===== config.mk =====
export PLATFORM = sky130hd
export DESIGN_NAME = gcbm_queue
export DESIGN_NICKNAME = d
export VERILOG_FILES = /design/src/design/gcbm_pkg.sv /design/src/design/gcbm_queue.sv
export SDC_FILE = /design/constraint.sdc
export NUM_CORES = 1
export LEC_CHECK = 0
export BUFFER_PORTS_ARGS = -buffer_cell sky130_fd_sc_hd__buf_2
export CAP_MARGIN = 20
export CORE_MARGIN = 2
export CORE_UTILIZATION = 45
export CTS_CLUSTER_SIZE = 25
export DETAILED_ROUTE_END_ITERATION = 10
export HOLD_SLACK_MARGIN = 0.15
export PLACE_DENSITY_LB_ADDON = 0.12
export SKIP_LAST_GASP = 1
export SLEW_MARGIN = 20
export SYNTH_ARGS = -nofsm -noshare
export SYNTH_HDL_FRONTEND = slang
export SYNTH_SLANG_ARGS = --single-unit

===== constraint.sdc =====
create_clock -name clk -period 2.78 [get_ports clk]
set_clock_uncertainty 0.05 [all_clocks]
set_input_delay 0.139 -clock clk [delete_from_list [all_inputs] [get_ports clk]]
set_output_delay 0.139 -clock clk [all_outputs]
set_load 0.01 [all_outputs]

===== src/design/gcbm_pkg.sv =====
// ----------------------------------------------------------------------------
// Grid cell bucket mover package
// Shared types, sizes and codes for the grid binning block.
// ----------------------------------------------------------------------------
package gcbm_pkg;

  localparam int MaxObjects = 1024;
  localparam int MaxCells   = 4096;
  localparam int IdW        = $clog2(MaxObjects);
  localparam int CellW      = $clog2(MaxCells);
  localparam int LinkW      = 11;
  localparam logic [LinkW-1:0] LinkEmpty = 11'd2047;

  localparam logic [1:0] CfgCellSide    = 2'd0;
  localparam logic [1:0] CfgWorldWidth  = 2'd1;
  localparam logic [1:0] CfgWorldLength = 2'd2;
  localparam logic [1:0] CfgCellsAcross = 2'd3;

  localparam logic [2:0] StSame   = 3'd0;
  localparam logic [2:0] StMoved  = 3'd1;
  localparam logic [2:0] StFirst  = 3'd2;
  localparam logic [2:0] StOutside = 3'd3;
  localparam logic [2:0] StBeyond = 3'd4;

  typedef struct packed {
    logic [9:0]         object_id;
    logic signed [23:0] x_pos;
    logic signed [23:0] y_pos;
  } in_item_t;

  typedef struct packed {
    logic [2:0]  status;
    logic [11:0] cell_index;
  } out_item_t;

  // Classified move handed from front to back.
  typedef struct packed {
    logic             reject;
    logic [2:0]       status;
    logic [IdW-1:0]   id;
    logic [CellW-1:0] cell_idx;
  } move_t;

endpackage


===== src/design/gcbm_queue.sv =====
// ----------------------------------------------------------------------------
// Grid cell bucket mover queue
// Two-entry queue that decouples the front end from the list updater.
// ----------------------------------------------------------------------------
module gcbm_queue (
  input  logic            clk,
  input  logic            rst_n,
  input  logic            wr_valid,
  output logic            wr_ready,
  input  gcbm_pkg::move_t wr_data,
  output logic            rd_valid,
  input  logic            rd_ready,
  output gcbm_pkg::move_t rd_data
);
  import gcbm_pkg::*;

  move_t      mem_r [2];
  logic       wp_r, rp_r;
  logic [1:0] cnt_r;
  logic       do_wr, do_rd;

  assign wr_ready = (cnt_r != 2'd2);
  assign rd_valid = (cnt_r != 2'd0);
  assign rd_data  = mem_r[rp_r];
  assign do_wr    = wr_valid && wr_ready;
  assign do_rd    = rd_valid && rd_ready;

  always_ff @(posedge clk) begin
    if (do_wr) mem_r[wp_r] <= wr_data;
    if (!rst_n) begin
      wp_r  <= 1'b0;
      rp_r  <= 1'b0;
      cnt_r <= '0;
    end else begin
      if (do_wr) wp_r <= ~wp_r;
      if (do_rd) rp_r <= ~rp_r;
      cnt_r <= cnt_r + {1'b0, do_wr} - {1'b0, do_rd};
    end
  end

endmodule


# After elaboration in Yosys (flattened, before gate mapping)
# Memories as Yosys holds them, arrays and structs flattened. A register that Yosys moved wholly into a read port is not among the register bits.
# Cells that the tools add are included.
# totals
register_bits,4
mem_bits_rw,52
out_inout_bits,28
wordCells,16
n_memories,1
# op_classes
add_sub_neg,2
eq_ne,1
muxes,4
bitwise_logic,2
n_reduce_logical,3
# mem_list
memory,words,width,read_ports,rd_clocked_by_memory_dff,wr,line_no,rtl
mem_r,2,26,1,1,1,gcbm_queue.sv:17,move_t mem_r [2];
# ops
operator,count
two-way mux 1 bit,4
adder 2 x 1 -> 2 bit,1
logical AND 1 bit,2
!= test 2 bit (second input constant),1
NOT 1 bit,2
nonzero test 2 bit,1
subtractor 2 x 1 -> 2 bit,1

# Depth between registers and ports, before layout
# Gate-level depths: netlist of the first run.
# depth
ltp_word,4
depth_mapped,8
ltp_nobuf,8

# Worst setup path before layout of the first run
# No wires, ideal clock.
# synth_path
path_kind,register -> register
startpoint,register cnt_r[0]
endpoint,memory mem_r[0][0] (netlist name) (enable)
arrival_time_ns,1.764
slack_ns,0.557
path_stages_with_launch,4
synth_period_minus_slack_ns,2.223
path_cell_list,dfxtp_1 > nand2b_1 > nand2_1 > nor2_1
# synth_via
elab_chain_len,4
# synth_lines
item,line_no,rtl
from (decl),gcbm_queue.sv:19,logic [1:0] cnt_r;
from (signal assigned),gcbm_queue.sv:37,"cnt_r <= cnt_r + {1'b0, do_wr} - {1'b0, do_rd};"
!= test 2 bit,gcbm_queue.sv:22,assign wr_ready = (cnt_r != 2'd2);
named net wr_ready,gcbm_queue.sv:9,"output logic wr_ready,"
logical AND 1 bit,gcbm_queue.sv:25,assign do_wr = wr_valid && wr_ready;
two-way mux 1 bit,gcbm_queue.sv:29,if (do_wr) mem_r[wp_r] <= wr_data;
two-way mux 1 bit (implied by the code),gcbm_queue.sv:29,
to (decl),gcbm_queue.sv:17,
# The timed path passes the listed nets, and every way through them passes these cells.

==> results of run 1 <==
==> timing repair <==
action                                 CTS  global route
setup endpoints to repair                0             0
hold buffers                            28             0
buffers inserted                         0             0
endpoints found under the hold margin   57             0
==> worst paths after layout <==
kind	from	to
max	flip-flop	rd_data[3]
min reg2reg	wp_r$_SDFFE_PN0N_	wp_r$_SDFFE_PN0N_
max reg2reg	cnt_r[0]$_SDFF_PN0_	cnt_r[1]$_SDFF_PN0_
min	rd_ready	flip-flop
==> registers in the layout, summed over array words and instances, names as in the netlist, named ones only <==
signal  count
wp_r        1
cnt_r       2
rp_r        1
mem_r      52
==> power groups by stage <==
stage | clock network [mW] | logic [mW] | registers [mW]
after detailed placement | 0 | 0.591 | 1.21
after global routing | 0.956 | 0.669 | 1.20
after CTS | 0.918 | 0.623 | 1.19
after global placement | 0 | 0.580 | 1.19
after floorplan | 0 | 0.497 | 1.13
final | 0.898 | 0.611 | 1.18
==> cells in the mapped netlist <==
| library cell | n | area, um^2 |
|---|---|---|
| and3_1 | 1 | 6.26 |
| mux2_2 | 6 | 67.6 |
| and2_1 | 2 | 12.5 |
| nand2_1 | 2 | 7.51 |
| nor2_1 | 1 | 3.75 |
| xnor2_1 | 3 | 26.3 |
| mux2i_1 | 1 | 10.0 |
| or2_2 | 1 | 6.26 |
| nand2b_1 | 2 | 12.5 |
| dfxtp_1 | 5 | 100 |
| edfxtp_1 | 52 | 1560 |
| ha_1 | 2 | 25.0 |
| mux2_4 | 20 | 300 |
| buf_6 | 1 | 11.3 |
| buf_12 | 2 | 40.0 |
| inv_1 | 1 | 3.75 |
| o21a_2 | 1 | 8.76 |
| nor2b_1 | 2 | 12.5 |
==> area by class of cell <==
cell class	instances	area (um^2)	share of cell area, %
clock buffer	9	124	4.04
clock inverter	7	109	3.55
inverter	1	3.75	0.122
multi-input combinational	44	502	16.4
sequential	57	1660	54.2
tap	67	83.8	2.73
timing repair buffer	87	581	18.9
==> through the flow <==
step	std cells	hold WS [ns]	worst slack, ns
2_1_floorplan	105	0.188	0.557
4_1_cts	272	0.177	0.776
5_1_grt	272	0.232	0.741
3_5_place_dp	228	0.281	1.06
6_report	272	0.191	0.836
3_3_place_gp	228	0.276	1.17
==> layer usage <==
layer	vias to the layer above	routed length (um)
li1	592	-
met1	572	1470
met2	35	1860
met3	6	189
met4	0	55
met5	-	0
==> kinds of logic (layout without fill, tap and decap cells) <==
group | after synthesis | after routing | share of synthesized area [%]
AO/OA/AOI/OAI | 1 | 1 | 0.395
XOR/XNOR | 3 | 3 | 1.19
adder cells (fa/ha/maj) | 2 | 2 | 1.13
buffers and inverters | 4 | 104 | 2.48
flip-flops | 57 | 57 | 75.0
multiplexers | 27 | 27 | 17.1
AND/OR/NAND/NOR | 11 | 11 | 2.77
==> worst max-delay path, cell delays in order (launching register included) <==
cell	delay, ns
dfxtp_2	0.87
mux2_2	0.42
buf_2	0.14
==> metrics.txt, run 1 <==
Die ar.=5500 um^2; buffers added on ports=57; Synth-to-Final Area Change=38.3%; worst hold path class=input pin to flip-flop; share of layout cells above drive strength 1=50.7%; VDD IR-drop max=0.000570 V; Final TNS setup=0 ns; clock-pin transition on the worst setup and hold timing paths=0.06 ns; CTS resizes=0; Fin. Hold Viols=0; R2R depth=8; Tightest Pin Transition=0.823 ns; initial antenna violation count=0; WS Path Type=flip-flop to primary output; fill count=360; Mean Syn Cell Area=21.1 um^2; Cell Pwr Density=878 nW/um^2; Max-Cap Viols=0; worst-path maximum fanout=26; clock power share=33.4%; synthesized instance count=105; Post-Syn Area=2220 um^2; # setup viols final=0; most frequent cells in the layout=57 x buf_2, 52 x edfxtp_1, 28 x dlygate4sd3_1; CTS H-tree depth=3; Design Power=2.69 mW; warnings from Yosys=0; Seq pwr share=43.9%; DIE WIDTH=74.2 um; DRC viols=0; Crit. End Element=primary output; global route hottest layer=met2; NetSw=0.663 mW; clk buf depth=2; grt met1 use=14.2%; Final Core Density=64.9%; clock latency on the worst-skew pair=0.33 ns; number of global-route vias before repair=1221; outcome=finished, final reports clean; leading cell type in the layout, fill and taps excluded=buf_2; met3 Use GR=5.96%; Comb power frac=22.7%; FP Rows=25; Tcrit/Tclk final=69.9%; Starting Density=46.9%; relative slew slack=45.1%; RSZ-0062 raised after global routing=false; Pre-antenna DRT Iters=4; Final #Nets=232; root buf cell=clkbuf_8; CTS tree=yes; Via Count=1205; Seq/Total Area, Yosys=75.0%; Fmax achieved=0.515 GHz; post-route design area=3070 um^2; remaining global-route overflow=0; Pleak=1.23 nW; CTS sink cnt=57; initial DRC count=51; Die Y=74.2 um; Switching Fraction=24.6%; Required @ worst endpoint=2.59 ns; Post-DRT Antenna Nets=0; Final GP Congestion=0.613; IO Pins=58; placed cell area=2550 um^2; Netlist cell types=18; met2 GRT Util=24.0%; floorplan core area=4720 um^2; internal power=2.03 mW; CTS buffer count=9; final wirelength=3.57 mm; Via density=4.43; fin crit period=1.94 ns; arrival time worst endpoint=1.75 ns; global-route wire length before repair=5.42 mm; Hold Path Cell Cnt=4; Slew Limit Fails=0; # diodes=0; drt wl/cell=13.1 um; largest net degree at the start of global routing=27; Reg2Reg Setup Slack=1.07 ns; Seq cells post-synth=57; Net Count, Synth=137; Startpoint Class=flip-flop; global-route usage over all layers=14.1%
(Power assumes the default switching activity.)
==> run 2, diff against run 1 <==
Clock period 2.78 ns to 1.9 ns, I/O delays scaled along.
==> run 2 against run 1 <==
Effect of this change: clock power is 16% higher; final cell count is 1.5% higher; routed wire length is 0.59% higher; cell area hardly changed; worst setup slack worse by 0.69 ns; register-to-register slack worse by 0.92 ns; non-clock buffer count is 4 higher; critical path depth is 6 higher; utilization is 0.053 points lower; largest cell class unchanged; highest routed layer unchanged.
==> metrics.txt, run 2 (synthesized netlist as in run 1, its figures left out) <==
outcome=finished, final reports clean (unchanged); Fin. Hold Viols=0 (unchanged); buffers added on ports=57 (unchanged); largest net degree at the start of global routing=18 (was 27); VDD IR-drop max=0.000617 V (was 0.000570 V); FP Rows=25 (unchanged); Via Count=1224 (was 1205); remaining global-route overflow=0 (unchanged); # diodes=0 (unchanged); Final #Nets=236 (was 232); initial antenna violation count=0 (unchanged); Hold Path Cell Cnt=2 (was 4); # setup viols final=0 (unchanged); Max-Cap Viols=0 (unchanged); Tightest Pin Transition=0.284 ns (was 0.823 ns); Largest Register=mem_r (unchanged); CTS tree=yes (unchanged); Crit. End Element=flip-flop (was primary output); clock latency on the worst-skew pair=0.32 ns (was 0.33 ns); WS Path Type=flip-flop to flip-flop (was flip-flop to primary output); CTS buffer count=9 (unchanged); Pre-antenna DRT Iters=6 (was 4); Reg2Reg Setup Slack=0.15 ns (was 1.07 ns); NetSw=0.973 mW (was 0.663 mW); Cell Pwr Density=1210 nW/um^2 (was 878 nW/um^2); Largest regs=mem_r: 52 flops, cnt_r: 2 flops (unchanged); Final GP Congestion=0.613 (about the same); CTS resizes=0 (unchanged); DRC viols=0 (unchanged); clock-pin transition on the worst setup and hold timing paths=0.06 ns (about the same); leading cell type in the layout, fill and taps excluded=buf_2 (unchanged); Comb power frac=27.0% (was 22.7%); Final Core Density=64.8% (was 64.9%); worst-path maximum fanout=4 (was 26); clk buf depth=2 (unchanged); postcts setup bufs=0 (unchanged); Post-DRT Antenna Nets=0 (unchanged); global-route usage over all layers=14.4% (was 14.1%); initial DRC count=40 (was 51); internal power=2.73 mW (was 2.03 mW); relative slew slack=81.1% (was 45.1%); RSZ-0062 raised after global routing=false (unchanged); Via density=4.43 (about the same); Slew Limit Fails=0 (unchanged); CTS sink cnt=57 (unchanged); Starting Density=46.9% (unchanged); final wirelength=3.59 mm (was 3.57 mm); fin crit period=1.75 ns; CTS H-tree depth=3 (unchanged); arrival time worst endpoint=1.92 ns (was 1.75 ns); Fmax achieved=0.570 GHz; R2R depth=8 (unchanged); worst hold path class=input pin to flip-flop (unchanged); Pleak=1.23 nW (about the same); Synth-to-Final Area Change=38.2% (was 38.3%); global-route wire length before repair=5.53 mm (was 5.42 mm); Startpoint Class=flip-flop (unchanged); Tcrit/Tclk final=92.4%; Required @ worst endpoint=2.06 ns (was 2.59 ns); Final TNS setup=0 ns (unchanged); Die Y=74.2 um (unchanged); IO Pins=58 (unchanged); fill count=350 (was 360); number of global-route vias before repair=1315 (was 1221); root buf cell=clkbuf_8 (unchanged); Switching Fraction=26.2% (was 24.6%); DIE WIDTH=74.2 um (unchanged); Seq pwr share=45.0% (was 43.9%); clock power share=28.0% (was 33.4%); post-DP HPWL=2.28 mm; most frequent cells in the layout=57 x buf_2, 52 x edfxtp_1, 29 x dlygate4sd3_1 (was 57 x buf_2, 52 x edfxtp_1, 28 x dlygate4sd3_1); share of layout cells above drive strength 1=51.2% (was 50.7%); Die ar.=5500 um^2 (unchanged); drt wl/cell=13.0 um (was 13.1 um); floorplan core area=4720 um^2 (unchanged); max reg flops=52 (unchanged)
run 2: final timing paths:
path / from / end
setup / recovery: cnt_r[0]$_SDFF_PN0_ / cnt_r[1]$_SDFF_PN0_
hold / removal: wr_data[6] / mem_r[0][6]$_DFFE_PP_
setup reg to reg: cnt_r[0]$_SDFF_PN0_ / cnt_r[1]$_SDFF_PN0_
hold reg to reg: wp_r$_SDFFE_PN0N_ / wp_r$_SDFFE_PN0N_
run 2: final cells by class:
type | count | area [um^2] | share of cell area, %
Sequential cell | 57 | 1660 | 54.3
Multi-Input combinational cell | 44 | 502 | 16.4
Clock inverter | 7 | 61.3 | 2.00
Clock buffer | 9 | 124 | 4.04
Tap cell | 67 | 83.8 | 2.74
Inverter | 1 | 3.75 | 0.123
Timing Repair Buffer | 91 | 626 | 20.4
run 2: power by group through the flow:
| stage | clock (mW) | sequential, mW | combinational (mW) |
|---|---|---|---|
| 4_1_cts | 1.07 | 1.67 | 1.02 |
| 6_report | 1.04 | 1.67 | 1.00 |
| 3_3_place_gp | 0 | 1.69 | 0.950 |
| 2_1_floorplan | 0 | 1.65 | 0.729 |
| 5_1_grt | 1.13 | 1.69 | 1.09 |
| 3_5_place_dp | 0 | 1.70 | 0.969 |
run 2: critical path: stages (launching register included):
cell,delay [ns]
dfxtp_1,0.36
nand2b_1,0.16
nand2_1,0.13
ha_1,0.30
inv_1,0.04
ha_1,0.18
xnor2_1,0.13
xnor2_1,0.13
and2_1,0.16
run 2: layer usage:
| metal | global-route usage, % | routed length [um] | vias to the layer above |
|---|---|---|---|
| li1 | - | - | 598 |
| met5 | 0 | 0 | - |
| met4 | 7.88 | 40 | 0 |
| met3 | 6.10 | 155 | 4 |
| met2 | 26.0 | 1870 | 35 |
| met1 | 13.6 | 1530 | 587 |
run 2: what timing repair did:
| item | in CTS | in global routing |
|---|---|---|
| hold buffers | 29 | 0 |
| setup endpoints to repair | 0 | 0 |
| endpoints found under the hold margin | 57 | 0 |
run 2: through the flow:
stage | total power [mW] | instance area [um^2] | setup WS [ns] | instances | hold WS [ns]
3_3_place_gp | 2.64 | 2590 | 0.279 | 231 | 0.232
4_1_cts | 3.76 | 3060 | 0.141 | 276 | 0.425
5_1_grt | 3.91 | 3060 | 0.0210 | 276 | 0.437
3_5_place_dp | 2.67 | 2590 | 0.153 | 231 | 0.238
2_1_floorplan | 2.38 | 2220 | 0.100 | 105 | 0.144
6_report | 3.71 | 3060 | 0.145 | 276 | 0.450
==> run 3, diff against run 2 <==
Settings changed: CORE_ASPECT_RATIO set to 0.7.
==> run 3 against run 2 <==
Effect of this change: utilization down 0.29 points; clock power is 5% lower; final cell count unchanged; total power fell by 0.52%; non-clock buffer count decreased by 1; combinational power grew 5%; worst setup slack better by 0.016 ns; maximum frequency is 0.90% higher; critical path depth did not move; clock-buffer cell count up 1; via count down 0.74%; largest cell class unchanged.
==> metrics.txt, run 3 (synthesized netlist as in run 1, its figures left out) <==
outcome=finished, final reports clean (unchanged); fill count=354 (was 350); remaining global-route overflow=0 (unchanged); final wirelength=3.61 mm (was 3.59 mm); # setup viols final=0 (unchanged); worst-path maximum fanout=4 (unchanged); Tightest Pin Transition=0.246 ns (was 0.284 ns); Design Power=3.69 mW (was 3.71 mW); Starting Density=46.6% (was 46.9%); Largest Register=mem_r (unchanged); Required @ worst endpoint=2.06 ns (about the same); Largest regs=mem_r: 52 flops, cnt_r: 2 flops (unchanged); fin crit period=1.74 ns (was 1.75 ns); most frequent cells in the layout=57 x buf_2, 52 x edfxtp_1, 29 x dlygate4sd3_1 (unchanged); Via density=4.40 (was 4.43); clock-pin transition on the worst setup and hold timing paths=0.06 ns (about the same); initial antenna violation count=0 (unchanged); number of global-route vias before repair=1311 (was 1315); flip-flop and latch area=1660 um^2 (unchanged); Pre-antenna DRT Iters=4 (was 6); Post-DRT Antenna Nets=0 (unchanged); most used cell, CP=ha_1; RSZ-0062 raised after global routing=false (unchanged); Final #Nets=235 (was 236); Die Y=62.7 um (was 74.2 um); Switching Fraction=25.7% (was 26.2%); Cell Pwr Density=1200 nW/um^2 (was 1210 nW/um^2); crit-path cells=nand2b_1 -> nand2_2 -> ha_1 -> inv_1 -> ha_1 -> xnor2_2 -> xnor2_1 -> and2_1 (was nand2b_1 -> nand2_1 -> ha_1 -> inv_1 -> ha_1 -> xnor2_1 -> xnor2_1 -> and2_1); IO Pins=58 (unchanged); worst hold path class=input pin to flip-flop (unchanged); relative slew slack=83.6% (was 81.1%); initial DRC count=50 (was 40); arrival time worst endpoint=1.90 ns (was 1.92 ns); max incr delay on CP=0.37 ns (was 0.36 ns); WS Path Type=flip-flop to flip-flop (unchanged); Seq pwr share=44.7% (was 45.0%); Via Count=1215 (was 1224); FP Rows=21 (was 25); Crit. End Element=flip-flop (unchanged); post-DP HPWL=2.31 mm (was 2.28 mm); clk buf depth=2 (unchanged); clock power share=26.9% (was 28.0%); Fmax achieved=0.575 GHz (was 0.570 GHz); DRC viols=0 (unchanged); Startpoint Class=flip-flop (unchanged); # diodes=0 (unchanged); global-route usage over all layers=14.8% (was 14.4%); CTS buffer count=9 (unchanged); VDD IR-drop max=0.000761 V (was 0.000617 V); floorplan core area=4760 um^2 (was 4720 um^2); Comb power frac=28.4% (was 27.0%); Synth-to-Final Area Change=38.6% (was 38.2%); Fin. Hold Viols=0 (unchanged); Slew Limit Fails=0 (unchanged); Die ar.=5510 um^2 (was 5500 um^2); leading cell type in the layout, fill and taps excluded=buf_2 (unchanged); postcts setup bufs=0 (unchanged); CTS H-tree depth=3 (unchanged); largest net degree at the start of global routing=27 (was 18); NetSw=0.946 mW (was 0.973 mW); CTS tree=yes (unchanged); max reg flops=52 (unchanged); Slowest cell on crit path=dfxtp_1 (unchanged); Post-Layout Cell Count=276 (unchanged); footprint of the multi-input gates=512 um^2 (was 502 um^2); Max-Cap Viols=0 (unchanged); clock latency on the worst-skew pair=0.31 ns (was 0.32 ns); Final GP Congestion=0.686 (was 0.613); Pleak=1.23 nW (about the same); buffers added on ports=57 (unchanged); Final TNS setup=0 ns (unchanged); internal power=2.74 mW (was 2.73 mW); Tcrit/Tclk final=91.5% (was 92.4%); share of layout cells above drive strength 1=50.7% (was 51.2%); cell count after placement=232 (was 231); drt wl/cell=13.1 um (was 13.0 um); root buf cell=clkbuf_8 (unchanged); CTS sink cnt=57 (unchanged); DIE WIDTH=87.9 um (was 74.2 um); global-route wire length before repair=5.88 mm (was 5.53 mm)
==> run 3: layout make-up <==
cell class	count	share of cell area (%)
clock inverter	5	1.55
timing repair buffer	90	20.5
inverter	1	0.122
multi-input combinational	44	16.7
sequential	57	54.2
clock buffer	10	4.16
tap	69	2.81
==> run 3: per-stage QoR <==
stage	setup slack (ns)	util, %	hold WS [ns]	instance area [um^2]
final	0.161	64.6	0.448	3070
after global routing	0.0243	64.6	0.435	3070
after CTS	0.115	64.4	0.420	3060
after detailed placement	0.126	54.6	0.237	2590
after global placement	0.282	54.6	0.232	2590
after floorplan	0.100	-	0.144	2220
==> run 3: metal layers <==
metal	vias up	GRT usage [%]	share of wire (%)
met3	2	8.85	7.2
met5	-	0	0
li1	596	-	-
met4	0	3.46	0.22
met2	43	25.0	52
met1	574	15.7	41
==> run 3: path summary, 6_finish.rpt <==
check,start,endpoint,slack [ns],depth (start not counted)
worst max-delay path,cnt_r[0]$_SDFF_PN0_,cnt_r[1]$_SDFF_PN0_,0.16,8
worst min-delay path,wr_data[24],mem_r[1][24]$_DFFE_PP_,0.45,2
worst max register to register,cnt_r[0]$_SDFF_PN0_,cnt_r[1]$_SDFF_PN0_,0.16,8
worst min register to register,wp_r$_SDFFE_PN0N_,wp_r$_SDFFE_PN0N_,0.45,2
==> run 3: critical path, delay by kind of cell, from the launching register on <==
kind | cells | cell delay [ns]
fa+ha+maj | 2 | 0.48
simple gates | 3 | 0.43
flops | 1 | 0.37
xor+xnor | 2 | 0.26
buf+inv | 1 | 0.04
==> run 3: repair_timing <==
item / 4_1_cts / 5_1_grt
gates resized for setup: 0 / 2
endpoints found under the setup margin: 0 / 1
endpoints found under the hold margin: 57 / 0
hold buffers: 29 / 0
==> run 3: power by group through the flow <==
stage               registers, mW  logic (mW)  clock network (mW)
global route                 1.66        1.15                1.08
global placement             1.66       0.985                   0
finish                       1.65        1.05               0.993
detailed placement           1.67        1.01                   0
floorplan                    1.65       0.729                   0
CTS                          1.65        1.06                1.03
