`src/design/gcbm_pkg.sv`:
```
// ----------------------------------------------------------------------------
// Grid cell bucket mover package
// Shared types, sizes and codes for the grid binning block.
// ----------------------------------------------------------------------------
package gcbm_pkg;

  localparam int MaxObjects = 1024;
  localparam int MaxCells   = 4096;
  localparam int IdW        = $clog2(MaxObjects);
  localparam int CellW      = $clog2(MaxCells);
  localparam int LinkW      = 11;
  localparam logic [LinkW-1:0] LinkEmpty = 11'd2047;

  localparam logic [1:0] CfgCellSide    = 2'd0;
  localparam logic [1:0] CfgWorldWidth  = 2'd1;
  localparam logic [1:0] CfgWorldLength = 2'd2;
  localparam logic [1:0] CfgCellsAcross = 2'd3;

  localparam logic [2:0] StSame   = 3'd0;
  localparam logic [2:0] StMoved  = 3'd1;
  localparam logic [2:0] StFirst  = 3'd2;
  localparam logic [2:0] StOutside = 3'd3;
  localparam logic [2:0] StBeyond = 3'd4;

  typedef struct packed {
    logic [9:0]         object_id;
    logic signed [23:0] x_pos;
    logic signed [23:0] y_pos;
  } in_item_t;

  typedef struct packed {
    logic [2:0]  status;
    logic [11:0] cell_index;
  } out_item_t;

  // Classified move handed from front to back.
  typedef struct packed {
    logic             reject;
    logic [2:0]       status;
    logic [IdW-1:0]   id;
    logic [CellW-1:0] cell_idx;
  } move_t;

endpackage

```
`src/design/gcbm_front.sv`:
```
// ----------------------------------------------------------------------------
// Grid cell bucket mover front end
// Checks world bounds, divides both coordinates by the cell side with a
// shared restoring divider and forms the cell index.
// ----------------------------------------------------------------------------
module gcbm_front (
  input  logic               clk,
  input  logic               rst_n,
  input  logic               in_valid,
  output logic               in_ready,
  input  gcbm_pkg::in_item_t in_data,
  input  logic [15:0]        cell_side,
  input  logic [15:0]        world_width,
  input  logic [15:0]        world_length,
  input  logic [12:0]        cells_across,
  output logic               mv_valid,
  input  logic               mv_ready,
  output gcbm_pkg::move_t    mv_data
);
  import gcbm_pkg::*;

  typedef enum logic [2:0] {S_IDLE, S_DIVX, S_DIVY, S_MUL, S_SUM, S_OUT} state_t;

  state_t         state_r;
  logic [IdW-1:0] id_r;
  logic [15:0]    side_r, quo_r, rem_r, dvd_r, cx_r, ylo_r;
  logic [3:0]     cnt_r;
  logic [28:0]    prod_r;
  move_t          mv_r;

  logic [16:0] trial;
  logic        x_bad, y_bad;
  logic [15:0] side_eff;
  logic [29:0] cell_sum;

  assign trial    = {rem_r, dvd_r[15]} - {1'b0, side_r};
  assign x_bad    = in_data.x_pos[23] || (in_data.x_pos[23:8] >= world_width);
  assign y_bad    = in_data.y_pos[23] || (in_data.y_pos[23:8] >= world_length);
  assign side_eff = (cell_side == 16'd0) ? 16'd1 : cell_side;
  assign cell_sum = {1'b0, prod_r} + {14'd0, cx_r};
  assign in_ready = (state_r == S_IDLE);
  assign mv_valid = (state_r == S_OUT);
  assign mv_data  = mv_r;

  always_ff @(posedge clk) begin
    if (!rst_n) begin
      state_r <= S_IDLE;
    end else begin
      unique case (state_r)
        S_IDLE: begin
          if (in_valid) begin
            id_r   <= in_data.object_id[IdW-1:0];
            side_r <= side_eff;
            dvd_r  <= in_data.x_pos[23:8];
            ylo_r  <= in_data.y_pos[23:8];
            rem_r  <= '0;
            cnt_r  <= '0;
            if (x_bad || y_bad) begin
              mv_r    <= '{reject: 1'b1, status: StOutside, id: '0, cell_idx: '0};
              state_r <= S_OUT;
            end else begin
              state_r <= S_DIVX;
            end
          end
        end
        S_DIVX, S_DIVY: begin
          // One quotient bit per cycle.
          if (trial[16]) begin
            rem_r <= {rem_r[14:0], dvd_r[15]};
            quo_r <= {quo_r[14:0], 1'b0};
          end else begin
            rem_r <= trial[15:0];
            quo_r <= {quo_r[14:0], 1'b1};
          end
          dvd_r <= {dvd_r[14:0], 1'b0};
          cnt_r <= cnt_r + 4'd1;
          if (cnt_r == 4'd15) begin
            if (state_r == S_DIVX) begin
              cx_r    <= {quo_r[14:0], ~trial[16]};
              dvd_r   <= ylo_r;
              rem_r   <= '0;
              state_r <= S_DIVY;
            end else begin
              state_r <= S_MUL;
            end
          end
        end
        S_MUL: begin
          prod_r  <= quo_r * cells_across;
          state_r <= S_SUM;
        end
        S_SUM: begin
          if (cell_sum >= 30'(MaxCells)) begin
            mv_r <= '{reject: 1'b1, status: StBeyond, id: '0, cell_idx: '0};
          end else begin
            mv_r <= '{reject: 1'b0, status: StSame, id: id_r,
                      cell_idx: cell_sum[CellW-1:0]};
          end
          state_r <= S_OUT;
        end
        S_OUT: begin
          if (mv_ready) state_r <= S_IDLE;
        end
        default: state_r <= S_IDLE;
      endcase
    end
  end

endmodule

```
`config.mk`:
```
export PLATFORM = sky130hd
export DESIGN_NAME = gcbm_front
export DESIGN_NICKNAME = d
export VERILOG_FILES = /design/src/design/gcbm_pkg.sv /design/src/design/gcbm_front.sv
export SDC_FILE = /design/constraint.sdc
export NUM_CORES = 1
export LEC_CHECK = 0
export BUFFER_PORTS_ARGS = -buffer_cell sky130_fd_sc_hd__buf_2
export CORE_MARGIN = 2
export CORE_UTILIZATION = 45
export CTS_BUF_LIST = sky130_fd_sc_hd__clkbuf_16
export DETAILED_ROUTE_END_ITERATION = 8
export PLACE_DENSITY_LB_ADDON = 0.25
export SLEW_MARGIN = 5
export SYNTH_ARGS = -nofsm -noshare
export SYNTH_HDL_FRONTEND = slang
export SYNTH_SLANG_ARGS = --single-unit
export TNS_END_PERCENT = 50
```
`constraint.sdc`:
```
create_clock -name clk -period 7.4 [get_ports clk]
set_input_delay 1.11 -clock clk [delete_from_list [all_inputs] [get_ports clk]]
set_output_delay 1.11 -clock clk [all_outputs]
set_load 0.05 [all_outputs]
```
# Word-level counts from Yosys, hierarchy flattened
# Index checks and enable logic that the tools add are counted.
[classes]
bitwise_logic = 1
eq_ne = 10
n_lt_le_gt_ge = 3
n_mul = 1
n_div = 0
n_shift = 0
n_reduce_logical = 15
n_mux = 22
addsub = 3
[op_table]
columns = ["op", "count"]
rows = [
  ["two-way mux 16 bit", 7],
  ["two-way mux 26 bit", 3],
  ["one-hot mux 16 bit (2 select lines)", 2],
  ["one-hot mux 26 bit (2 select lines)", 1],
  ["greater-or-equal comparator 16 bit", 2],
  ["adder 29 x 16 -> 30 bit", 1],
  ["greater-or-equal comparator 30 x 13 -> 1 bit (second input constant)", 1],
  ["multiplier 16 x 13 -> 29 bit", 1],
  ["subtractor 17 x 16 -> 17 bit", 1],
  ["zero test 16 bit", 1],
  ["one-hot mux 3 bit (5 select lines)", 1],
  ["two-way mux 3 bit", 4],
  ["AND reduction 3 bit", 3],
  ["one-hot mux 4 bit (2 select lines)", 1],
  ["AND reduction 4 bit", 2],
  ["equality test 3 x 2 -> 1 bit (second input constant)", 2],
  ["equality test 3 bit (second input constant)", 2],
  ["adder 4 x 1 -> 4 bit (second input constant)", 1],
  ["equality test 4 bit (second input constant)", 1],
  ["two-way mux 4 bit", 1],
  ["inequality test 2 x 1 -> 1 bit (second input constant)", 2],
  ["inequality test 2 bit (second input constant)", 2],
  ["AND reduction 2 bit", 2],
  ["nonzero test 2 bit", 2],
  ["6 further kinds", 9],
]
[totals]
memories = 0
output_inout_bits = 28
mem_bits_rw = 0
romBits = 0
ff_bits = 168
latch_bits = 0
word_cells = 69

# Logic depth before layout (Yosys ltp)
# Gate-level depths: netlist of run 1.
[logic_depth]
ltp_word = 6
mapped_depth = 22
depth_no_buf = 21

# Least setup slack after synthesis of run 1
# OpenSTA, ideal clock, no wires.
[synth_path]
kind = "input-to-reg"
start = "input port cells_across[9]"
end = "register prod_r[28] (data pin)"
path_stages = 20
required_ns = 7.140
slack_ns = 1.050
setup_time_ns = 0.260
t_arrival_ns = 6.090
path_buffers = 1
cell_sequence = "clkbuf_1 nand2_1 fa_1 inv_1 fa_1 fa_1 fa_1 inv_1 fa_1 inv_1 ha_1 a21o_1 a21o_1 a221o_1 a21oi_1 o221a_2 o211ai_1 a31oi_1 o21bai_1 xnor2_1"
[synth_via]
elab_chain_len = 1
[synth_lines]
columns = ["element", "line", "text"]
rows = [
  ["start, declared", "gcbm_front.sv:15", "input logic [12:0] cells_across,"],
  ["multiplier 16 x 13 -> 29 bit", "gcbm_front.sv:89", "prod_r <= quo_r * cells_across;"],
  ["end signal, assigned", "gcbm_front.sv:89", ""],
  ["end, declared", "gcbm_front.sv:28", "logic [28:0] prod_r;"],
]
# No other way between the ends.
# A chain may end at the register's enable or synchronous reset.

# Worst setup path after layout of run 1
[layout_path]
start = "input port cells_across[9]"
end = "register prod_r[27] (data pin)"
# Same word-level chain as after synthesis.

==> results.md, run 1 <==
* Outcome: completed
* FF+latch count, synth at 167
* Initial antenna violation count at 1
* Leakage power at 7.90 nW
* Power Total at 7.70 mW
* IO buf count at 134
* Worst R2R End: prod_r[27]
* Layout cells sized above 1 at 0.130
* Post-synth cell types at 65
* Worst Max-Slew Pin Slew at 1.07 ns
* Sw Share at 0.452
* Critical R2R Launch: quo_r[7]
* Ant. Diodes at 0
* Largest net degree at the start of global routing at 43
* Worst setup startpoint: cells_across[9]
* Number of global-route vias before repair at 11100
* Count leader, synth: inv_1
* Synth area leaders: edfxtp_1, fa_1, ha_1
* Placed insts at 2064
* H-Tree Depth at 4
* Final Worst Setup Slack at 0.965 ns
* DP Worst Slack at 0.519 ns
* Clock transition at the registers of the reported paths at 0.06 ns
* Endpoint, Worst Hold: dvd_r[15]
* # IOs at 151
* Crit path DAT at 6.60 ns
* Reg2reg path depth at 19
* Residual DRC at 0
* Num rows at 67
* Final hold vios at 0
* Yosys top cell area share at 0.318
* Setup violators final at 0
* Hold Crit Class: flip-flop to flip-flop
* Synth top cells by count: inv_1, nand2_1, edfxtp_1
* Setup crit start kind: input pin
* Nature of the critical path endpoint: flip-flop
* Worst clock skew at 0.0155 ns
* Final Net Count at 2053
* DP HPWL at 25400 um
* Peak VDD IR at 0.000437 V
* Dominant register cell in the synthesized netlist: edfxtp_1
* Min cycle time layout at 6.44 ns
* Non-filler cells, final at 2096
* Initial DRC Count at 688
* Clk pwr share at 0.108
* Post-Route Utilization at 0.508
* P_sw at 3.48 mW
* TritonCTS clock tree: yes
* Clock Latency Late Sink at 0.42 ns
* Seq/Total Area, Yosys at 0.322
* Warnings, synthesis at 0
* WHS Path Cells at 2
* Vias at 10900
* Grt ovf at 0
* DRT Wirelength at 33000 um
* Setup Fix Bufs, Post-CTS at 0
* Area Growth Syn to Fin at 10.7%
* Core area at 0.0337 mm^2
* Clk sinks at 167
* CP Data Required Time at 7.57 ns
* Syn avg cell area at 10.1 um^2
* Cell taking the most area after synthesis: edfxtp_1
* Slew margin rel. at 0.288
* Mean routed wirelength per cell at 15.7 um
* Max Transition Viols Final at 0
* Flop pwr share at 0.210
* Root Buffer: clkbuf_16
* Number of max-cap violations at 0
* Via/cell ratio at 5.21
* Post-synth ARST share at 0
* Initial Util at 0.459
* TNS Setup at 0 ns
* RSZ-0062 raised after global routing: no
* GPL Wtd Cong at 0.864
* Synthesized net count at 1947
* FMAX at 155 MHz
* Mapped Area at 0.0155 mm^2
* First-pass GRT wire length at 55100 um
* Design area at 0.0171 mm^2
* GR Util All Layers at 0.191
* Max Buffers Root-to-Sink at 2
* Crit Path Category: input pin to flip-flop
* Pwr Density at 449 mW/mm^2
* Hold path startpoint: dvd_r[14]
* Die Ht at 189 um
* Hold slack final at 0.525 ns
* Worst reg2reg setup slack at 1.11 ns
* Placed Area at 0.0166 mm^2
* Hold-fix buffers, CTS at 0
* Comb pwr share at 0.683
* Die W at 189 um
* P_int at 4.22 mW
* Die ar. at 0.0359 mm^2
* Number of flops mapped to enable cells by yosys at 164
* Final worst path period share at 0.870
* Num CTS Buffers at 17
* CP max FO at 16
* Antenna Nets Post-Route at 0
* Number of gates resized after cts at 0
* Drt first pass iters at 5
* Mapped Cells at 1529
registers in the layout (all words and copies together), names as in the netlist:
signal	flops
cx_r	16
ylo_r	16
side_r	16
mv_data	25
cnt_r	4
dvd_r	16
state_r	3
prod_r	29
id_r	10
quo_r	16
rem_r	16
cell families after synthesis:
| group | synth area share |
|---|---|
| simple gates | 0.150 |
| mux | 0.0104 |
| flops | 0.322 |
| fa+ha+maj | 0.314 |
| compound gates | 0.0846 |
| xor+xnor | 0.0311 |
| buf+inv | 0.0877 |
critical path: stages:
cell and delay, ns:
buf_2 0.33, nand2_1 0.14, fa_1 0.57, inv_1 0.05, fa_1 0.46, fa_1 0.52, fa_1 0.54, inv_1 0.06
fa_1 0.55, inv_1 0.05, ha_1 0.36, a21o_1 0.18, a21o_1 0.16, a221o_1 0.35, a21oi_1 0.22, o21ai_0 0.15
a21oi_1 0.29, o2111ai_1 0.18, a21oi_1 0.24, xnor2_1 0.08
worst max path at each step:
stage,endpoint,slack (ns),cells past startpoint
floorplan,prod_r[28],1.05,20
global placement,prod_r[28],0.58,20
detailed placement,prod_r[27],0.52,20
CTS,prod_r[27],0.94,20
global route,prod_r[27],0.62,20
finish,prod_r[27],0.96,20
layout by cell type, fill, tap and decap left out, types with 8 or more instances in the layout:
master / count
inv_1: 290
xor2_1: 15
nor3_1: 12
and3_1: 8
a22oi_1: 16
mux2i_1: 15
nand2b_1: 9
buf_2: 134
a21o_1: 26
and2_1: 99
o21bai_1: 12
ha_1: 139
a21oi_1: 48
a211oi_1: 11
nand3_1: 17
o21a_1: 9
fa_1: 156
nor2_1: 65
o21ai_0: 31
nor4_2: 18
clkbuf_16: 17
buf_4: 15
xnor2_1: 39
nand2_1: 171
edfxtp_1: 164
power by group through the flow:
stage / clock [mW] / sequential [mW] / combinational [mW]
3_3_place_gp: 0 / 1.63 / 5.20
4_1_cts: 0.851 / 1.61 / 5.33
3_5_place_dp: 0 / 1.63 / 5.29
5_1_grt: 0.893 / 1.63 / 6.03
2_1_floorplan: 0 / 1.64 / 4.14
6_report: 0.830 / 1.61 / 5.25
per-layer routing:
metal / up-vias / GRT usage / wire (um)
met1: 5435 / 0.256 / 14800
met5: - / 0 / 11
met4: 2 / 0.0376 / 302
li1: 5225 / - / -
met3: 30 / 0.0237 / 1390
met2: 227 / 0.335 / 16400
final cells by class:
type	instances	area, um^2
Fill cell	3125	16600
Multi-Input combinational cell	1010	9160
Sequential cell	167	4980
Inverter	290	1090
Timing Repair Buffer	149	783
Tap cell	448	561
Clock buffer	17	425
Clock inverter	15	126
(Power assumes the default switching activity.)
==> inputs of run 2 (changes only) <==
Settings changed: CORE_ASPECT_RATIO set to 0.75.
==> run 2 against run 1 <==
Net effect:
- final cell count hardly changed
- critical path depth stayed put
- clock skew is 0.0014 ns lower
- cell area is 0.12% higher
- sequential share of layout area hardly changed
- combinational power is 1% higher
- sequential power hardly changed
- power is 1.2% higher
- first-iteration DRC count is 8.4% lower
- utilization is 0.10 points higher
- worst setup slack better by 0.039 ns
- register-to-register slack worse by 0.02 ns
- critical path type unchanged
==> results.md, run 2 (synthesis results as in run 1) <==
* DP HPWL at 26500 um (+4.2%)
* Peak VDD IR at 0.000447 V (+2.3%)
* Layout cells sized above 1 at 0.131 (+0.00129)
* Setup Fix Bufs, Post-CTS at 0 (unchanged)
* Die Ht at 165 um (-13%)
* Mean routed wirelength per cell at 16.3 um (+3.8%)
* Outcome: completed
* Number of max-cap violations at 0 (unchanged)
* Number of gates resized after cts at 0 (unchanged)
* Clk sinks at 167 (unchanged)
* Die W at 218 um (+15%)
* Final hold vios at 0 (unchanged)
* Crit path DAT at 6.57 ns (-0.03 ns)
* Worst R2R End: prod_r[28]
* Endpoint, Worst Hold: quo_r[3]
* Grt ovf at 0 (unchanged)
* CP Data Required Time at 7.57 ns (about the same)
* Final worst path period share at 0.864 (-0.00530)
* Via/cell ratio at 5.14 (-1.3%)
* Leakage power at 7.91 nW (+0.15%)
* Most common cell after layout, fill and taps aside: inv_1
* Hold Crit Class: flip-flop to flip-flop
* Area Growth Syn to Fin at 10.8%
* Worst reg2reg setup slack at 1.09 ns (-0.02 ns)
* H-Tree Depth at 4 (unchanged)
* Setup violators final at 0 (unchanged)
* Critical R2R Launch: quo_r[10]
* Num CTS Buffers at 17 (unchanged)
* Worst clock skew at 0.0141 ns (-0.00142 ns)
* Hold-fix buffers, CTS at 0 (unchanged)
* Core area at 0.0337 mm^2 (about the same)
* GPL Wtd Cong at 0.890 (+2.9%)
* DRT Wirelength at 34200 um (+3.8%)
* Clock Latency Late Sink at 0.43 ns (about the same)
* TritonCTS clock tree: yes
* Antenna Nets Post-Route at 0 (unchanged)
* FMAX at 156 MHz (+0.61%)
* Max reg flops at 29 (unchanged)
* Final Net Count at 2052 (-0.049%)
* TNS Setup at 0 ns (unchanged)
* Die ar. at 0.0359 mm^2 (about the same)
* Min cycle time layout at 6.40 ns (-0.0392 ns)
* Pwr Density at 454 mW/mm^2 (+1.1%)
* Max Buffers Root-to-Sink at 2 (unchanged)
* Max Transition Viols Final at 0 (unchanged)
* Worst Max-Slew Pin Slew at 1.23 ns (+0.165 ns)
* Num rows at 58 (-13%)
* Ant. Diodes at 0 (unchanged)
* First-pass GRT wire length at 56700 um (+3.0%)
* Initial antenna violation count at 0 (-1)
* Clock transition at the registers of the reported paths at 0.08 ns (+0.02 ns)
* # IOs at 151 (unchanged)
* DP Worst Slack at 0.532 ns (+0.0128 ns)
* RSZ-0062 raised after global routing: no
* Initial DRC Count at 630 (-8.4%)
* Commonest cells after routing, fill and taps aside: inv_1, nand2_1, edfxtp_1
* Root Buffer: clkbuf_16
* Setup crit start kind: input pin
* Final Worst Setup Slack at 1.00 ns (+0.0392 ns)
* IO buf count at 134 (unchanged)
* GR Util All Layers at 0.201 (+0.00948)
* Reg with most FFs: prod_r
* Nature of the critical path endpoint: flip-flop
* Drt first pass iters at 5 (unchanged)
* Hold path startpoint: quo_r[2]
* Slew margin rel. at 0.175 (-0.113)
* WHS Path Cells at 0 (-2)
* Number of global-route vias before repair at 11000 (-0.61%)
* Post-Route Utilization at 0.509 (+0.00105)
* CP max FO at 16 (unchanged)
* Initial Util at 0.460 (about the same)
* Largest net degree at the start of global routing at 43 (unchanged)
* Vias at 10800 (-1.3%)
* Crit Path Category: input pin to flip-flop
* Residual DRC at 0 (unchanged)
* Reg2reg path depth at 20 (+1)
==> run 2: cell types whose count changed in the layout (fill, tap and decap cells not counted) <==
| cell | before | now |
|---|---|---|
| inv_8 | 0 | 5 |
| clkinv_1 | 3 | 0 |
| clkinv_4 | 3 | 1 |
| clkinv_8 | 0 | 2 |
| buf_4 | 15 | 14 |
| bufinv_16 | 1 | 0 |
| clkinv_2 | 2 | 1 |
| clkinvlp_4 | 3 | 2 |
| inv_6 | 3 | 4 |
==> run 2: final cells by class <==
cell class | count | area [um^2]
flip-flops and latches | 167 | 4980
repair buffers | 148 | 776
clock buffers | 17 | 425
well taps | 450 | 563
inverters | 290 | 1090
fillers | 3105 | 16500
multi-input cells | 1010 | 9160
clock inverters | 15 | 153
==> run 2: how the worst max path moves through the flow <==
stage / slack (ns) / end / startpoint / cells past startpoint
after detailed placement: 0.53 / prod_r[28] / cells_across[9] / 20
after floorplan: 1.05 / prod_r[28] / cells_across[9] / 20
final: 1.00 / prod_r[28] / cells_across[9] / 20
after global routing: 0.74 / prod_r[27] / cells_across[8] / 20
after global placement: 0.62 / prod_r[28] / cells_across[9] / 20
after CTS: 0.99 / prod_r[28] / cells_across[9] / 20
==> run 2: power by group <==
| group | switching [mW] | internal (mW) | leakage, nW | total, mW |
|---|---|---|---|---|
| sequential | 0.111 | 1.51 | 1.54 | 1.62 |
| clock | 0.423 | 0.451 | 0.280 | 0.873 |
| combinational | 3.05 | 2.25 | 6.09 | 5.30 |
==> run 2: routing by layer <==
layer	track usage	vias up	wire (um)
li1	-	5216	-
met1	0.295	5342	17000
met2	0.317	197	15600
met3	0.0278	26	1310
met4	0.0417	0	311
met5	0	-	0
==> run 2: critical path, cell delays in order <==
cell,delay [ns]
buf_2,0.30
nand2_1,0.14
fa_1,0.57
inv_1,0.05
fa_1,0.46
fa_1,0.52
fa_1,0.55
inv_1,0.05
fa_1,0.53
inv_1,0.04
ha_1,0.35
a21o_1,0.18
a21o_1,0.17
a221o_1,0.35
a21oi_1,0.33
o221a_2,0.31
o211ai_1,0.13
a31oi_1,0.20
o21bai_1,0.09
xnor2_1,0.13
==> run 2: stage by stage <==
step | area, um^2 | hold WS, ns | std cells | total power [mW]
4_1_cts | 17100 | 0.453 | 2097 | 7.90
5_1_grt | 17100 | 0.458 | 2097 | 8.68
2_1_floorplan | 15500 | 0.487 | 1529 | 5.78
3_3_place_gp | 16600 | 0.431 | 2065 | 6.86
6_report | 17100 | 0.458 | 2097 | 7.79
3_5_place_dp | 16600 | 0.435 | 2065 | 6.98
==> inputs of run 3 (changes only) <==
Settings changed: BUFFER_PORTS_ARGS -buffer_cell sky130_fd_sc_hd__buf_2 to -buffer_cell sky130_fd_sc_hd__buf_4.
==> run 3 against run 2 <==
Net effect:
- first-iteration DRC count up 4.8%
- count of clock-buffer cells in the layout unchanged
- via count increased by 0.75%
- sequential cell count is the same
- combinational power barely moved
- clock power is 7.4% higher
- critical path depth down 1
- power is 1.4% higher
- non-clock buffer count decreased by 2
- critical endpoint unchanged
==> results.md, run 3 (synthesis results as in run 1) <==
* # IOs at 151 (unchanged)
* Top cell family by delay on the critical path: adder cells
* Num rows at 58 (unchanged)
* Max Transition Viols Final at 0 (unchanged)
* First-pass GRT wire length at 56700 um (unchanged)
* Layout cells sized above 1 at 0.130 (-0.00106)
* Reg with most FFs: prod_r
* Leakage power at 8.03 nW (+1.6%)
* Multi-input logic area at 0.00916 mm^2 (unchanged)
* Num CTS Buffers at 17 (unchanged)
* Setup violators final at 0 (unchanged)
* Metal-1 WL at 16600 um (-2.2%)
* Nature of the critical path endpoint: flip-flop
* Worst reg2reg setup slack at 1.04 ns (-0.05 ns)
* TNS Setup at 0 ns (unchanged)
* GR Util All Layers at 0.200 (-0.000333)
* Worst stage delay on the critical path at 0.91 ns (+0.34 ns)
* Root Buffer: clkbuf_16
* Number of global-route vias before repair at 11200 (+1.3%)
* Initial antenna violation count at 0 (unchanged)
* Final worst path period share at 0.860 (-0.00466)
* Initial Util at 0.460 (unchanged)
* Residual DRC at 0 (unchanged)
* Placed Area at 0.0169 mm^2 (+1.9%)
* Via/cell ratio at 5.18 (+0.85%)
* Ant. Diodes at 0 (unchanged)
* Clock Latency Late Sink at 0.43 ns (about the same)
* Die W at 218 um (unchanged)
* Worst clock skew at 0.0108 ns (-0.00336 ns)
* Antenna Nets Post-Route at 0 (unchanged)
* CP Cell Sequence: nand2_1 > fa_1 > fa_1 > inv_1 > fa_1 > fa_1 > inv_1 > fa_1 > inv_1 > ha_1 > a21o_1 > a21o_1 > a221o_1 > a21oi_1 > o221a_2 > o211ai_1 > a31oi_1 > o21bai_1 > xnor2_1
* H-Tree Depth at 4 (unchanged)
* Clk sinks at 167 (unchanged)
* Final Net Count at 2050 (-0.097%)
* GPL Wtd Cong at 0.851 (-4.4%)
* Slowest CP cell: edfxtp_1
* Area Growth Syn to Fin at 13.1%
* Core area at 0.0337 mm^2 (unchanged)
* DP HPWL at 26600 um (+0.50%)
* RSZ-0062 raised after global routing: no
* # fillers at 3055 (-1.6%)
* Commonest cells after routing, fill and taps aside: inv_1, nand2_1, edfxtp_1
* Pwr Density at 451 mW/mm^2 (-0.66%)
* FMAX at 157 MHz (+0.54%)
* TritonCTS clock tree: yes
* Grt ovf at 0 (unchanged)
* Crit Path Category: flip-flop to flip-flop
* Crit path DAT at 6.54 ns (-0.03 ns)
* Clock transition at the registers of the reported paths at 0.07 ns (about the same)
* Max reg flops at 29 (unchanged)
* FF/Latch Area at 0.00498 mm^2 (unchanged)
* Hold Crit Class: flip-flop to flip-flop
* Min cycle time layout at 6.36 ns (-0.0345 ns)
* Setup crit start kind: flip-flop
* Mean routed wirelength per cell at 16.3 um (+0.19%)
* Most common cell after layout, fill and taps aside: inv_1
* Hold-fix buffers, CTS at 0 (unchanged)
* Met3 wire length at 1480 um (+13%)
* CP Data Required Time at 7.57 ns (about the same)
* Number of max-cap violations at 0 (unchanged)
* Worst path bufs/invs at 3 (-1)
* IO buf count at 134 (unchanged)
* Outcome: completed
* Vias at 10900 (+0.75%)
* Die ar. at 0.0359 mm^2 (unchanged)
* Worst Max-Slew Pin Slew at 1.27 ns (+0.0333 ns)
* Highest metal used: met4
* Number of gates resized after cts at 0 (unchanged)
* Die Ht at 165 um (unchanged)
* Design area at 0.0175 mm^2 (+2.1%)
* Drt first pass iters at 5 (unchanged)
* Slew margin rel. at 0.152 (-0.0223)
* Met2 wire len at 15800 um (+1.2%)
* Peak VDD IR at 0.000492 V (+10%)
* CP max FO at 15 (-1)
* Initial DRC Count at 660 (+4.8%)
* Largest net degree at the start of global routing at 43 (unchanged)
* Most used cell along the critical path: fa_1
* Max Buffers Root-to-Sink at 2 (unchanged)
* Setup Fix Bufs, Post-CTS at 0 (unchanged)
* DRT Wirelength at 34200 um (about the same)
* Final hold vios at 0 (unchanged)
-- run 3: final timing paths --
kind         startpoint         end  cells after the start
max            quo_r[8]  prod_r[28]                     19
min           dvd_r[13]   dvd_r[14]                      2
max reg2reg    quo_r[8]  prod_r[28]                     19
min reg2reg   dvd_r[13]   dvd_r[14]                      2
-- run 3: metal layers --
layer | up-vias | GRT usage
met5 | - | 0
met3 | 34 | 0.0289
li1 | 5215 | -
met2 | 234 | 0.320
met1 | 5379 | 0.292
met4 | 0 | 0.0393
-- run 3: cell type report --
type	instances	share of cell area
Timing Repair Buffer	146	0.0626
Tap cell	450	0.0322
Clock inverter	15	0.0107
Sequential cell	167	0.285
Clock buffer	17	0.0243
Inverter	290	0.0622
Multi-Input combinational cell	1010	0.523
-- run 3: tightest hold or removal path: stages (launching register included) --
cell and delay [ns]:
edfxtp_1 0.32, nand2_1 0.05, nand2_1 0.05
-- run 3: power by group --
group | internal [mW] | leakage (nW) | switching (mW)
Combinational | 2.27 | 6.19 | 3.07
Clock | 0.539 | 0.297 | 0.399
Sequential | 1.51 | 1.54 | 0.117
-- run 3: per-stage QoR --
| step | total power, mW | hold WS, ns | worst slack [ns] | utilization | std cells |
|---|---|---|---|---|---|
| 6_report | 7.90 | 0.518 | 1.04 | 0.520 | 2095 |
| 5_1_grt | 8.72 | 0.556 | 0.806 | 0.520 | 2095 |
| 2_1_floorplan | 5.78 | 0.487 | 1.05 | - | 1529 |
| 3_5_place_dp | 7.01 | 0.503 | 0.665 | 0.502 | 2063 |
| 4_1_cts | 7.98 | 0.520 | 1.08 | 0.520 | 2095 |
| 3_3_place_gp | 6.88 | 0.498 | 0.741 | 0.502 | 2063 |
